## config.mk

```make
export PLATFORM = sky130hd
export DESIGN_NAME = circular_deque_flat
export DESIGN_NICKNAME = d
export VERILOG_FILES = /design/src/hw/rtl/cdq_pkg.sv /design/src/hw/rtl/cdq_if.sv /design/src/hw/rtl/cdq_ctrl.sv /design/src/hw/rtl/cdq_dpath.sv /design/src/hw/rtl/circular_deque.sv /design/src/flat_wrapper.sv
export SDC_FILE = /design/constraint.sdc
export NUM_CORES = 2
export LEC_CHECK = 0
export ABC_AREA = 1
export BUFFER_PORTS_ARGS = -buffer_cell sky130_fd_sc_hd__buf_2
export CAP_MARGIN = 30
export CORE_MARGIN = 3
export CORE_UTILIZATION = 51
export DETAILED_ROUTE_END_ITERATION = 10
export HOLD_SLACK_MARGIN = 0.06
export PLACE_DENSITY = 0.64
export SYNTH_ARGS = -nofsm -noshare
export SYNTH_HDL_FRONTEND = slang
export SYNTH_SLANG_ARGS = --single-unit
export TNS_END_PERCENT = 10
```

## constraint.sdc

```tcl
create_clock -name clk_i -period 4.65 [get_ports clk_i]
set_input_delay 0.6975 -clock clk_i [delete_from_list [all_inputs] [get_ports clk_i]]
set_output_delay 0.6975 -clock clk_i [all_outputs]
set_load 0.05 [all_outputs]
```

## src/hw/rtl/cdq_pkg.sv

```systemverilog
// Shared constants and types for the circular deque.
package cdq_pkg;

  localparam int unsigned DEPTH      = 64;
  localparam int unsigned ADDR_W     = $clog2(DEPTH);
  localparam int unsigned CNT_W      = $clog2(DEPTH + 1);
  localparam int unsigned CAP_W      = 7;
  localparam int unsigned CMP_W      = (CNT_W > CAP_W) ? CNT_W : CAP_W;
  localparam int unsigned CAP_RESET  = 64;
  localparam int unsigned WORD_W     = 32;
  localparam int unsigned OP_W       = 3;

  localparam logic [OP_W-1:0] OP_PUSH_FRONT = 3'd0;
  localparam logic [OP_W-1:0] OP_PUSH_REAR  = 3'd1;
  localparam logic [OP_W-1:0] OP_POP_FRONT  = 3'd2;
  localparam logic [OP_W-1:0] OP_POP_REAR   = 3'd3;

  localparam logic signed [WORD_W-1:0] EMPTY_WORD = '1;

  typedef struct packed {
    logic load;
    logic exec;
    logic read;
  } cdq_cmd_t;

endpackage

```

## src/hw/rtl/cdq_if.sv

```systemverilog
// Request, response and configuration channel interfaces.
interface cdq_req_if import cdq_pkg::*; ();
  logic                     valid;
  logic                     ready;
  logic [OP_W-1:0]          opcode;
  logic signed [WORD_W-1:0] value;

  modport source (output valid, output opcode, output value, input ready);
  modport sink   (input valid, input opcode, input value, output ready);
endinterface

interface cdq_rsp_if import cdq_pkg::*; ();
  logic                     valid;
  logic                     ready;
  logic                     ok;
  logic signed [WORD_W-1:0] front_value;
  logic signed [WORD_W-1:0] rear_value;
  logic                     is_empty;
  logic                     is_full;

  modport source (output valid, output ok, output front_value, output rear_value,
                  output is_empty, output is_full, input ready);
  modport sink   (input valid, input ok, input front_value, input rear_value,
                  input is_empty, input is_full, output ready);
endinterface

interface cdq_cfg_if import cdq_pkg::*; ();
  logic             valid;
  logic             ready;
  logic [CAP_W-1:0] capacity;

  modport source (output valid, output capacity, input ready);
  modport sink   (input valid, input capacity, output ready);
endinterface

```

## src/hw/rtl/cdq_ctrl.sv

```systemverilog
// Sequencing state machine for the circular deque.
module cdq_ctrl import cdq_pkg::*; (
  input  logic     clk_i,
  input  logic     rst_ni,
  input  logic     req_valid_i,
  input  logic     rsp_ready_i,
  output logic     req_ready_o,
  output logic     rsp_valid_o,
  output cdq_cmd_t cmd_o
);

  typedef enum logic [1:0] {
    S_IDLE,
    S_EXEC,
    S_READ,
    S_RESP
  } state_e;

  state_e state_q;
  logic   req_ready_q;
  logic   rsp_valid_q;
  logic   req_fire;

  assign req_fire    = req_valid_i & req_ready_q;
  assign req_ready_o = req_ready_q;
  assign rsp_valid_o = rsp_valid_q;

  assign cmd_o.load = req_fire;
  assign cmd_o.exec = (state_q == S_EXEC);
  assign cmd_o.read = (state_q == S_READ);

  always_ff @(posedge clk_i or negedge rst_ni) begin
    if (!rst_ni) begin
      state_q     <= S_IDLE;
      req_ready_q <= 1'b1;
      rsp_valid_q <= 1'b0;
    end else begin
      unique case (state_q)
        S_IDLE: begin
          if (req_fire) begin
            state_q     <= S_EXEC;
            req_ready_q <= 1'b0;
          end
        end
        S_EXEC: begin
          state_q <= S_READ;
        end
        S_READ: begin
          state_q     <= S_RESP;
          rsp_valid_q <= 1'b1;
        end
        S_RESP: begin
          // hold the result until the receiver takes the beat
          if (rsp_ready_i) begin
            state_q     <= S_IDLE;
            rsp_valid_q <= 1'b0;
            req_ready_q <= 1'b1;
          end
        end
        default: begin
          state_q     <= S_IDLE;
          req_ready_q <= 1'b1;
          rsp_valid_q <= 1'b0;
        end
      endcase
    end
  end

endmodule

```

## src/hw/rtl/cdq_dpath.sv

```systemverilog
// Ring storage, pointers and result registers for the circular deque.
module cdq_dpath import cdq_pkg::*; (
  input  logic                     clk_i,
  input  logic                     rst_ni,
  input  cdq_cmd_t                 cmd_i,
  input  logic [OP_W-1:0]          opcode_i,
  input  logic signed [WORD_W-1:0] value_i,
  input  logic                     cfg_we_i,
  input  logic [CAP_W-1:0]         cfg_capacity_i,
  output logic                     ok_o,
  output logic signed [WORD_W-1:0] front_value_o,
  output logic signed [WORD_W-1:0] rear_value_o,
  output logic                     is_empty_o,
  output logic                     is_full_o
);

  // Ring position base + off, with off below DEPTH
  function automatic logic [ADDR_W-1:0] ring_add(input logic [ADDR_W-1:0] base,
                                                 input logic [CNT_W-1:0]  off);
    logic [CNT_W:0] sum;
    sum = (CNT_W+1)'(base) + (CNT_W+1)'(off);
    if (sum >= (CNT_W+1)'(DEPTH)) begin
      sum = sum - (CNT_W+1)'(DEPTH);
    end
    return sum[ADDR_W-1:0];
  endfunction

  logic signed [WORD_W-1:0] mem [DEPTH];

  logic [OP_W-1:0]          op_q;
  logic signed [WORD_W-1:0] value_q;
  logic [CAP_W-1:0]         cap_q;
  logic [ADDR_W-1:0]        head_q, head_d;
  logic [CNT_W-1:0]         count_q, count_d;
  logic                     ok_q, ok_d;
  logic signed [WORD_W-1:0] front_q, rear_q;
  logic                     empty_q, full_q;

  logic [CMP_W-1:0]         eff_cap;
  logic                     full_now, empty_now;
  logic                     we;
  logic [ADDR_W-1:0]        waddr;
  logic [ADDR_W-1:0]        rear_addr;
  logic [ADDR_W-1:0]        head_dec;

  // saturate capacity at the ring depth
  assign eff_cap   = (CMP_W'(cap_q) > CMP_W'(DEPTH)) ? CMP_W'(DEPTH) : CMP_W'(cap_q);
  assign full_now  = CMP_W'(count_q) >= eff_cap;
  assign empty_now = (count_q == '0);
  assign head_dec  = (head_q == '0) ? ADDR_W'(DEPTH - 1) : head_q - 1'b1;
  assign rear_addr = ring_add(head_q, count_q - CNT_W'(1));

  always_comb begin
    head_d  = head_q;
    count_d = count_q;
    ok_d    = ok_q;
    we      = 1'b0;
    waddr   = head_q;
    if (cfg_we_i) begin
      head_d  = '0;
      count_d = '0;
    end else if (cmd_i.exec) begin
      ok_d = 1'b1;
      case (op_q)
        OP_PUSH_FRONT: begin
          if (full_now) begin
            ok_d = 1'b0;
          end else begin
            head_d  = head_dec;
            waddr   = head_dec;
            we      = 1'b1;
            count_d = count_q + 1'b1;
          end
        end
        OP_PUSH_REAR: begin
          if (full_now) begin
            ok_d = 1'b0;
          end else begin
            waddr   = ring_add(head_q, count_q);
            we      = 1'b1;
            count_d = count_q + 1'b1;
          end
        end
        OP_POP_FRONT: begin
          if (empty_now) begin
            ok_d = 1'b0;
          end else begin
            head_d  = ring_add(head_q, CNT_W'(1));
            count_d = count_q - 1'b1;
          end
        end
        OP_POP_REAR: begin
          if (empty_now) begin
            ok_d = 1'b0;
          end else begin
            count_d = count_q - 1'b1;
          end
        end
        default: begin
          ok_d = 1'b1;
        end
      endcase
    end
  end

  always_ff @(posedge clk_i or negedge rst_ni) begin
    if (!rst_ni) begin
      cap_q   <= CAP_W'(CAP_RESET);
      head_q  <= '0;
      count_q <= '0;
    end else begin
      if (cfg_we_i) begin
        cap_q <= cfg_capacity_i;
      end
      head_q  <= head_d;
      count_q <= count_d;
    end
  end

  always_ff @(posedge clk_i) begin
    if (cmd_i.load) begin
      op_q    <= opcode_i;
      value_q <= value_i;
    end
    ok_q <= ok_d;
    if (we) begin
      mem[waddr] <= value_q;
    end
    if (cmd_i.read) begin
      front_q <= mem[head_q];
      rear_q  <= mem[rear_addr];
      empty_q <= empty_now;
      full_q  <= full_now;
    end
  end

  assign ok_o          = ok_q;
  assign front_value_o = empty_q ? EMPTY_WORD : front_q;
  assign rear_value_o  = empty_q ? EMPTY_WORD : rear_q;
  assign is_empty_o    = empty_q;
  assign is_full_o     = full_q;

endmodule

```

## src/hw/rtl/circular_deque.sv

```systemverilog
// Circular deque top level: bounded double-ended queue of 32-bit words.
//
// Channels: req_i carries an opcode (push front, push rear, pop front,
// pop rear, probe) and a value; rsp_o returns one beat per request with
// ok, the front and rear words (-1 when empty) and the empty/full flags
// after the operation. cfg_i writes the capacity register and empties the
// deque; write it only while no request is outstanding.
// Timing: one request at a time. An accepted request passes through the
// execute and storage-read states before its response turns valid, and
// the next request is taken only once the receiver has taken that
// response; the two-port storage read follows the pointer update.
// Reset: the deque is empty, capacity is 64, req_i.ready is high. Storage
// contents are not cleared; only words written by a push are ever reported.
// Stall: while rsp_o is held by the receiver, the response beat stays
// stable and req_i.ready stays low.
module circular_deque import cdq_pkg::*; (
  input  logic           clk_i,
  input  logic           rst_ni,
  cdq_req_if.sink        req_i,
  cdq_rsp_if.source      rsp_o,
  cdq_cfg_if.sink        cfg_i
);

  cdq_cmd_t cmd;
  logic     cfg_we;

  assign cfg_i.ready = 1'b1;
  assign cfg_we      = cfg_i.valid & cfg_i.ready;

  cdq_ctrl u_ctrl (
    .clk_i       (clk_i),
    .rst_ni      (rst_ni),
    .req_valid_i (req_i.valid),
    .rsp_ready_i (rsp_o.ready),
    .req_ready_o (req_i.ready),
    .rsp_valid_o (rsp_o.valid),
    .cmd_o       (cmd)
  );

  cdq_dpath u_dpath (
    .clk_i          (clk_i),
    .rst_ni         (rst_ni),
    .cmd_i          (cmd),
    .opcode_i       (req_i.opcode),
    .value_i        (req_i.value),
    .cfg_we_i       (cfg_we),
    .cfg_capacity_i (cfg_i.capacity),
    .ok_o           (rsp_o.ok),
    .front_value_o  (rsp_o.front_value),
    .rear_value_o   (rsp_o.rear_value),
    .is_empty_o     (rsp_o.is_empty),
    .is_full_o      (rsp_o.is_full)
  );

`ifndef ASSERT_OFF
  a_no_overlap: assert property (@(posedge clk_i) disable iff (!rst_ni)
    !(rsp_o.valid && req_i.ready))
    else $error("request taken while a response is pending");

  a_latency: assert property (@(posedge clk_i) disable iff (!rst_ni)
    (req_i.valid && req_i.ready) |-> ##3 rsp_o.valid)
    else $error("response not valid three cycles after request");

  a_empty_word: assert property (@(posedge clk_i) disable iff (!rst_ni)
    (rsp_o.valid && rsp_o.is_empty) |->
      (rsp_o.front_value == EMPTY_WORD && rsp_o.rear_value == EMPTY_WORD))
    else $error("empty deque reports a stored word");
`endif

endmodule

```

## src/flat_wrapper.sv

```systemverilog
// flat-port wrapper written by rule: the top's interface ports become plain ports
module circular_deque_flat import cdq_pkg::*;
  (clk_i, rst_ni, req_i_valid, req_i_opcode, req_i_value, req_i_ready, rsp_o_valid, rsp_o_ok, rsp_o_front_value, rsp_o_rear_value, rsp_o_is_empty, rsp_o_is_full, rsp_o_ready, cfg_i_valid, cfg_i_capacity, cfg_i_ready);
  cdq_req_if req_i_i ();
  cdq_rsp_if rsp_o_i ();
  cdq_cfg_if cfg_i_i ();
  input  logic clk_i;
  input  logic rst_ni;
  input wire logic [$bits(req_i_i.valid)-1:0] req_i_valid;
  input wire logic [$bits(req_i_i.opcode)-1:0] req_i_opcode;
  input wire logic [$bits(req_i_i.value)-1:0] req_i_value;
  output wire logic [$bits(req_i_i.ready)-1:0] req_i_ready;
  output wire logic [$bits(rsp_o_i.valid)-1:0] rsp_o_valid;
  output wire logic [$bits(rsp_o_i.ok)-1:0] rsp_o_ok;
  output wire logic [$bits(rsp_o_i.front_value)-1:0] rsp_o_front_value;
  output wire logic [$bits(rsp_o_i.rear_value)-1:0] rsp_o_rear_value;
  output wire logic [$bits(rsp_o_i.is_empty)-1:0] rsp_o_is_empty;
  output wire logic [$bits(rsp_o_i.is_full)-1:0] rsp_o_is_full;
  input wire logic [$bits(rsp_o_i.ready)-1:0] rsp_o_ready;
  input wire logic [$bits(cfg_i_i.valid)-1:0] cfg_i_valid;
  input wire logic [$bits(cfg_i_i.capacity)-1:0] cfg_i_capacity;
  output wire logic [$bits(cfg_i_i.ready)-1:0] cfg_i_ready;
  assign req_i_i.valid = req_i_valid;
  assign req_i_i.opcode = req_i_opcode;
  assign req_i_i.value = req_i_value;
  assign req_i_ready = req_i_i.ready;
  assign rsp_o_valid = rsp_o_i.valid;
  assign rsp_o_ok = rsp_o_i.ok;
  assign rsp_o_front_value = rsp_o_i.front_value;
  assign rsp_o_rear_value = rsp_o_i.rear_value;
  assign rsp_o_is_empty = rsp_o_i.is_empty;
  assign rsp_o_is_full = rsp_o_i.is_full;
  assign rsp_o_i.ready = rsp_o_ready;
  assign cfg_i_i.valid = cfg_i_valid;
  assign cfg_i_i.capacity = cfg_i_capacity;
  assign cfg_i_ready = cfg_i_i.ready;
  circular_deque u_core (.clk_i(clk_i), .rst_ni(rst_ni), .req_i(req_i_i), .rsp_o(rsp_o_i), .cfg_i(cfg_i_i));
endmodule
```

== After elaboration in Yosys (flattened, before gate mapping) ==
Memory sizes are Yosys's and may differ from the RTL's. A register that Yosys moved wholly into a read port is not among the register bits.
Index checks and enable logic that the tools add are counted.

* Flip-flop bits (word level): 62
* Memory bits (writable): 2048
* Bits of input ports: 47
* Logic and storage cells: 93
* Memories: 1

* $add $sub $neg: 9
* Order comparisons: 5
* Equal/unequal tests: 11
* Multiplexer cells: 37
* Bitwise gates (word level): 2
* Reductions and logical operators: 17

{| class="wikitable"
|+ Memories
! name !! words !! width !! rd ports !! clocked after memory_dff !! wr ports !! line !! RTL
|-
| u_core.u_dpath.mem || 64 || 32 || 2 || 2 || 1 || cdq_dpath.sv:28 || <nowiki>logic signed [WORD_W-1:0] mem [DEPTH];</nowiki>
|}

{| class="wikitable"
|+ Operator list
! cell !! count
|-
| 6-bit 2-to-1 mux || 11
|-
| 32-bit 2-to-1 mux || 2
|-
| 7-bit 2-to-1 mux || 5
|-
| 6-bit one-hot mux with 2 select lines || 2
|-
| 6-bit by 1-bit subtractor with 6-bit output (second input constant) || 4
|-
| 6-bit by 7-bit adder with 8-bit output || 2
|-
| 8-bit by 7-bit greater-or-equal comparator with 1-bit output (second input constant) || 2
|-
| 7-bit one-hot mux with 2 select lines || 1
|-
| 1-bit 2-to-1 mux || 10
|-
| 3-bit inequality test (second input constant) || 3
|-
| 2-bit one-hot mux with 4 select lines || 1
|-
| 6-bit by 1-bit adder with 7-bit output (second input constant) || 1
|-
| 7-bit by 1-bit adder with 7-bit output (second input constant) || 1
|-
| 7-bit greater-or-equal comparator || 1
|-
| 7-bit greater-or-equal comparator (second input constant) || 1
|-
| 7-bit greater-than comparator (second input constant) || 1
|-
| 7-bit logical NOT || 1
|-
| 7-bit by 1-bit subtractor with 7-bit output (second input constant) || 1
|-
| 3-bit by 2-bit equality test with 1-bit output (second input constant) || 2
|-
| 6-bit logical NOT || 1
|-
| 1-bit one-hot mux with 2 select lines || 3
|-
| 2-bit AND reduction || 3
|-
| 3-bit AND reduction || 2
|-
| 2-bit nonzero test || 3
|-
| other kinds (12) || 17
|}

== Depth between registers and ports, before layout ==
* Depth after elaboration: 9
* Gate-level depth with buffers: 19

== Modules after synthesis ==
Synthesis repeated with hierarchy kept, for this count alone.

* Cell total of the unflattened synthesis: 11133
* Area, all modules: 106646.0 um2

{| class="wikitable"
|+ By module, submodules not included
! module !! times used !! cells each !! area each (um2) !! seq. area each (um2)
|-
| cdq_dpath || 1 || 11098 || 106333.2 || 65063.7
|-
| cdq_ctrl || 1 || 33 || 301.5 || 101.3
|-
| circular_deque || 1 || 2 || 11.3 || 0.0
|}

== Least setup slack after synthesis ==
Ideal clock, no wire load.

* Path kind: flip-flop to flip-flop
* Start: reg u_core.u_dpath.head_q[1]
* End: mem u_core.u_dpath.mem[0][0], enable pin
* Library setup time: 421 ps
* Data arrival time: 3847 ps
* Data required time: 4229 ps
* Slack: 381 ps
* Cell stages (with the launch flop): 17
* Buffers on the path: 3
* Period minus slack after synthesis: 4269 ps
* Cells stage by stage: dfrtp_1 inv_1 clkbuf_1 clkbuf_1 buf_2 ha_1 xnor2_1 nand2_1 nand4_1 nand2_1 nand2_1 nand2_1 nand2_1 nand2_2 nor2_2 nand3_1 nor2_1

* Word-level cells in the longest chain between the ends: 7
* Elaborated cells on any way between the ends: 12
* Those cells by class: add/sub: 3; order compare: 1; mux: 7; reduce/logical: 1

{| class="wikitable"
|+ RTL lines
! what !! line !! RTL
|-
| start: declaration || cdq_dpath.sv:33 || <nowiki>logic [ADDR_W-1:0] head_q, head_d;</nowiki>
|-
| start signal: assignment || cdq_dpath.sv:109 || <nowiki>head_q <= '0;</nowiki>
|-
| start signal: assignment || cdq_dpath.sv:115 || <nowiki>head_q <= head_d;</nowiki>
|-
| 6-bit by 7-bit adder with 8-bit output || cdq_dpath.sv:21 || <nowiki>sum = (CNT_W+1)'(base) + (CNT_W+1)'(off);</nowiki>
|-
| 8-bit by 7-bit greater-or-equal comparator with 1-bit output / 6-bit by 1-bit subtractor with 6-bit output (equally long branches) || cdq_dpath.sv:22, cdq_dpath.sv:23 ||
|-
| 6-bit 2-to-1 mux || cdq_dpath.sv:22 || <nowiki>if (sum >= (CNT_W+1)'(DEPTH)) begin</nowiki>
|-
| 6-bit 2-to-1 mux || cdq_dpath.sv:76 || <nowiki>if (full_now) begin</nowiki>
|-
| 6-bit one-hot mux with 2 select lines || cdq_dpath.sv:64 || <nowiki>case (op_q)</nowiki>
|-
| 6-bit 2-to-1 mux || cdq_dpath.sv:62 || <nowiki>end else if (cmd_i.exec) begin</nowiki>
|-
| 6-bit 2-to-1 mux * || cdq_dpath.sv:59 || <nowiki>if (cfg_we_i) begin</nowiki>
|-
| end: declaration || cdq_dpath.sv:28 ||
|}

Every way passes the cells marked *; elsewhere a longest branch is shown, timed or not.

==> flow_summary.yaml <==
outcome:
  status: "finished, final reports clean"
sta:
  finalSetupTns_ns: 0
  final_max_slew_viol_count: 0
  tightest_slew_ns: 1.10
  period_needed_ns: 4.35
  max-slew-margin-rel_pct: 26.1
  fin_crit_sh_pct: 93.6
  worst_slack_ns: 0.298
  setup_violations: 0
  fmax_mhz: 230
  clock_skew_ns: 0.0383
  finalHoldViolations: 0
  grt_setup_unrepaired: "no"
min_path:
  hold_class: "in -> reg"
synthesis:
  ys.warnings.count: 0
  synth_top_area_cell: "edfxtp_1"
  postSynthCellCount: 10600
  synth.distinct_cells: 52
  ys_ff_latch: 2174
  synth_area_leaders: "edfxtp_1 61%, o21ai_0 11%, nor2_1 5.9%"
  ys_seq_area_share_pct: 61.4
  synth_fp_nets: 10700
  syn_avg_cell_area_um2: 9.97
  synth_area_um2: 106000
  synth_top_cell_area_share_pct: 60.8
drt:
  drc_errors: 0
  ant_nets: 0
  via_per_inst: 6.46
  drtPass1Iterations: 10
  wl_per_cell_um: 27.7
  via_count: 87400
  wl_um: 376000
  drtIter0Drc: 13700
layout:
  post-route-util_pct: 57.9
  design_area_um2: 119000
  syn2layout_area_growth_pct: 12.2
  final_common_cell: "o21ai_0"
  nNetsFinal: 10600
  final_cell_mix: "2,397 x o21ai_0, 2,150 x edfxtp_1, 1,595 x nor2_1, 1,213 x a21oi_1, 630 x nand2_1"
  layout-drive-gt1-share_pct: 11.7
clock_tree:
  cts_buffers: 226
  cts_tree: "yes"
  cts.clk_slew.worst_paths_ns: 0.06
  clock-sinks: 2174
  hold_buffers: 33
  clock_latency_ns: 0.90
  ctsHtreeMaxLevel: 4
  cts_setup_buffers: 0
  cts_resized: 0
  cts-root-buf: "clkbuf_16"
  cts_buffer_depth: 3
power:
  share_seq_of_total_power_pct: 28.4
  p_leak_nw: 40.9
  power-per-cell-area_nw_per_um2: 697
  comb_power_share_pct: 50.3
  clock_power_share_pct: 21.2
  netSwitchingPower_w: 0.0374
  internal_power_w: 0.0456
  swShare_pct: 45.1
  vdd_drop_max_v: 0.000703
placement:
  post-dp-hpwl_um: 233000
  placed_area_um2: 112000
  port_buffers: 115
  place.gp.congestion: 0.954
  place_ws_ns: 0.575
floorplan:
  die_area_um2: 214000
  die_h_um: 462
  rows: 166
  coreArea_um2: 206000
  die_w_um: 462
  ioPinCount: 117
  start_util_pct: 51.6
grt:
  grt_max_degree: 147
  gr-usage-all-layers_pct: 34.3
  antenna_found_initial: 27
  grt_pass1_wl_um: 542000
  gr-total-overflow: 0
  grt_pass1_vias: 81200
setup_path:
  reg2reg_depth: 12
  crit_path_start_kind: "register"
  r2r_slack_ns: 0.30
  worstSetupEndpoint: "u_core.u_dpath.front_q[21]"
  r2r_end: "u_core.u_dpath.front_q[21]"
  cp.arrival_ns: 4.89
  critPathRequiredTime_ns: 5.19
  crit_start: "u_core.u_dpath.head_q[0]"
  crit_path_max_fanout: 80
  crit_path_end_kind: "register"
  setup.worst_path.class: "reg -> reg"
  crit-reg2reg-launch: "u_core.u_dpath.head_q[0]"
flow_run:
  drv_cap: 0
[worst max-delay path: stages (launching register included)]
cell and delay, ns:
dfrtp_4 0.55, buf_4 0.26, inv_8 0.43, buf_12 0.37, buf_4 0.45, a21oi_1 0.11
o21ai_0 0.10, a21oi_1 0.12, nor4_1 0.67, buf_4 0.22, nor2_1 0.04, nor2_1 0.34
nand2_1 0.26
[stage by stage]
step	cells	hold slack [ns]	power [W]
after floorplan	10600	0.402	0.0478
after global placement	13100	0.498	0.0638
after detailed placement	13100	0.498	0.0643
after CTS	13500	0.0634	0.0819
after global routing	13500	0.0919	0.0862
final	13500	0.132	0.0830
[state kept, by name, indices dropped and copies added (netlist names), 2 cells and up]
name,count
u_core.u_dpath.rear_q,32
u_core.u_dpath.head_q,6
u_core.u_dpath.value_q,32
u_core.u_dpath.count_q,7
u_core.u_ctrl.state_q,2
u_core.u_dpath.cap_q,7
u_core.u_dpath.mem,2048
u_core.u_dpath.front_q,32
u_core.u_dpath.op_q,3
[synth_stat cells (all sizes together)]
library cell     n
or2             65
xnor2            4
inv            494
o211ai           2
nor2          1666
dfstp            2
o2111ai          3
conb             1
ha              28
o22ai          164
a211oi          10
mux2           256
edfxtp        2150
nor3            11
xor2            13
clkinv           4
o31ai            1
nand4           45
o41ai            6
nor3b            1
nand3b           3
a41oi            1
fa               2
nand2          642
o221ai           1
dfrtp           22
nand3          224
o311ai           9
a21o             2
buf            342
a22o             6
a21oi         1216
nor4            60
o21ai         2685
clkbuf         501
[routing by layer]
layer / part of all wire (%) / up-vias / track usage (%)
met1: 37 / 42400 / 45.3
met2: 45 / 5830 / 53.0
met5: 0.049 / - / 0
li1: - / 38100 / -
met4: 6.1 / 22 / 18.2
met3: 11 / 1052 / 7.83
[layout make-up]
class / instances / area, µm²
Multi-Input combinational cell: 7127 / 36100
Inverter: 498 / 1910
Fill cell: 17100 / 86700
Timing Repair Buffer: 523 / 5290
Tap cell: 2772 / 3470
Clock inverter: 135 / 1090
Clock buffer: 287 / 6010
Antenna cell: 26 / 65.1
Sequential cell: 2174 / 65200
[logic make-up after synthesis]
family / count (synthesis) / synth area share (%)
buffers and inverters: 1341 / 5.13
AOI/OAI and AO/OA: 4106 / 19.7
and+or+nand+nor: 2717 / 10.5
other: 1 / 0.00353
muxes: 256 / 2.72
DFF: 2174 / 61.4
adders and majority gates: 30 / 0.368
xor gates and xnor gates: 17 / 0.140
[worst min-delay path by stage]
stage               cells past startpoint  slack [ns]               startpoint                         end
floorplan                               0        0.40                   rst_ni   u_core.u_ctrl.rsp_valid_o
global placement                        2        0.50  u_core.u_dpath.cap_q[4]     u_core.u_dpath.cap_q[4]
detailed placement                      2        0.50  u_core.u_dpath.cap_q[4]     u_core.u_dpath.cap_q[4]
CTS                                     1        0.06          req_i_value[13]  u_core.u_dpath.value_q[13]
global route                            1        0.09          req_i_value[13]  u_core.u_dpath.value_q[13]
finish                                  1        0.13           req_i_value[9]   u_core.u_dpath.value_q[9]
[power by group through the flow]
stage / clock network [W] / registers (W) / logic, W
detailed placement: 0 / 0.0239 / 0.0404
global route: 0.0186 / 0.0236 / 0.0440
global placement: 0 / 0.0239 / 0.0399
floorplan: 0 / 0.0240 / 0.0238
CTS: 0.0178 / 0.0235 / 0.0406
finish: 0.0176 / 0.0236 / 0.0418
Note: power is estimated with default switching activity, not from simulation.
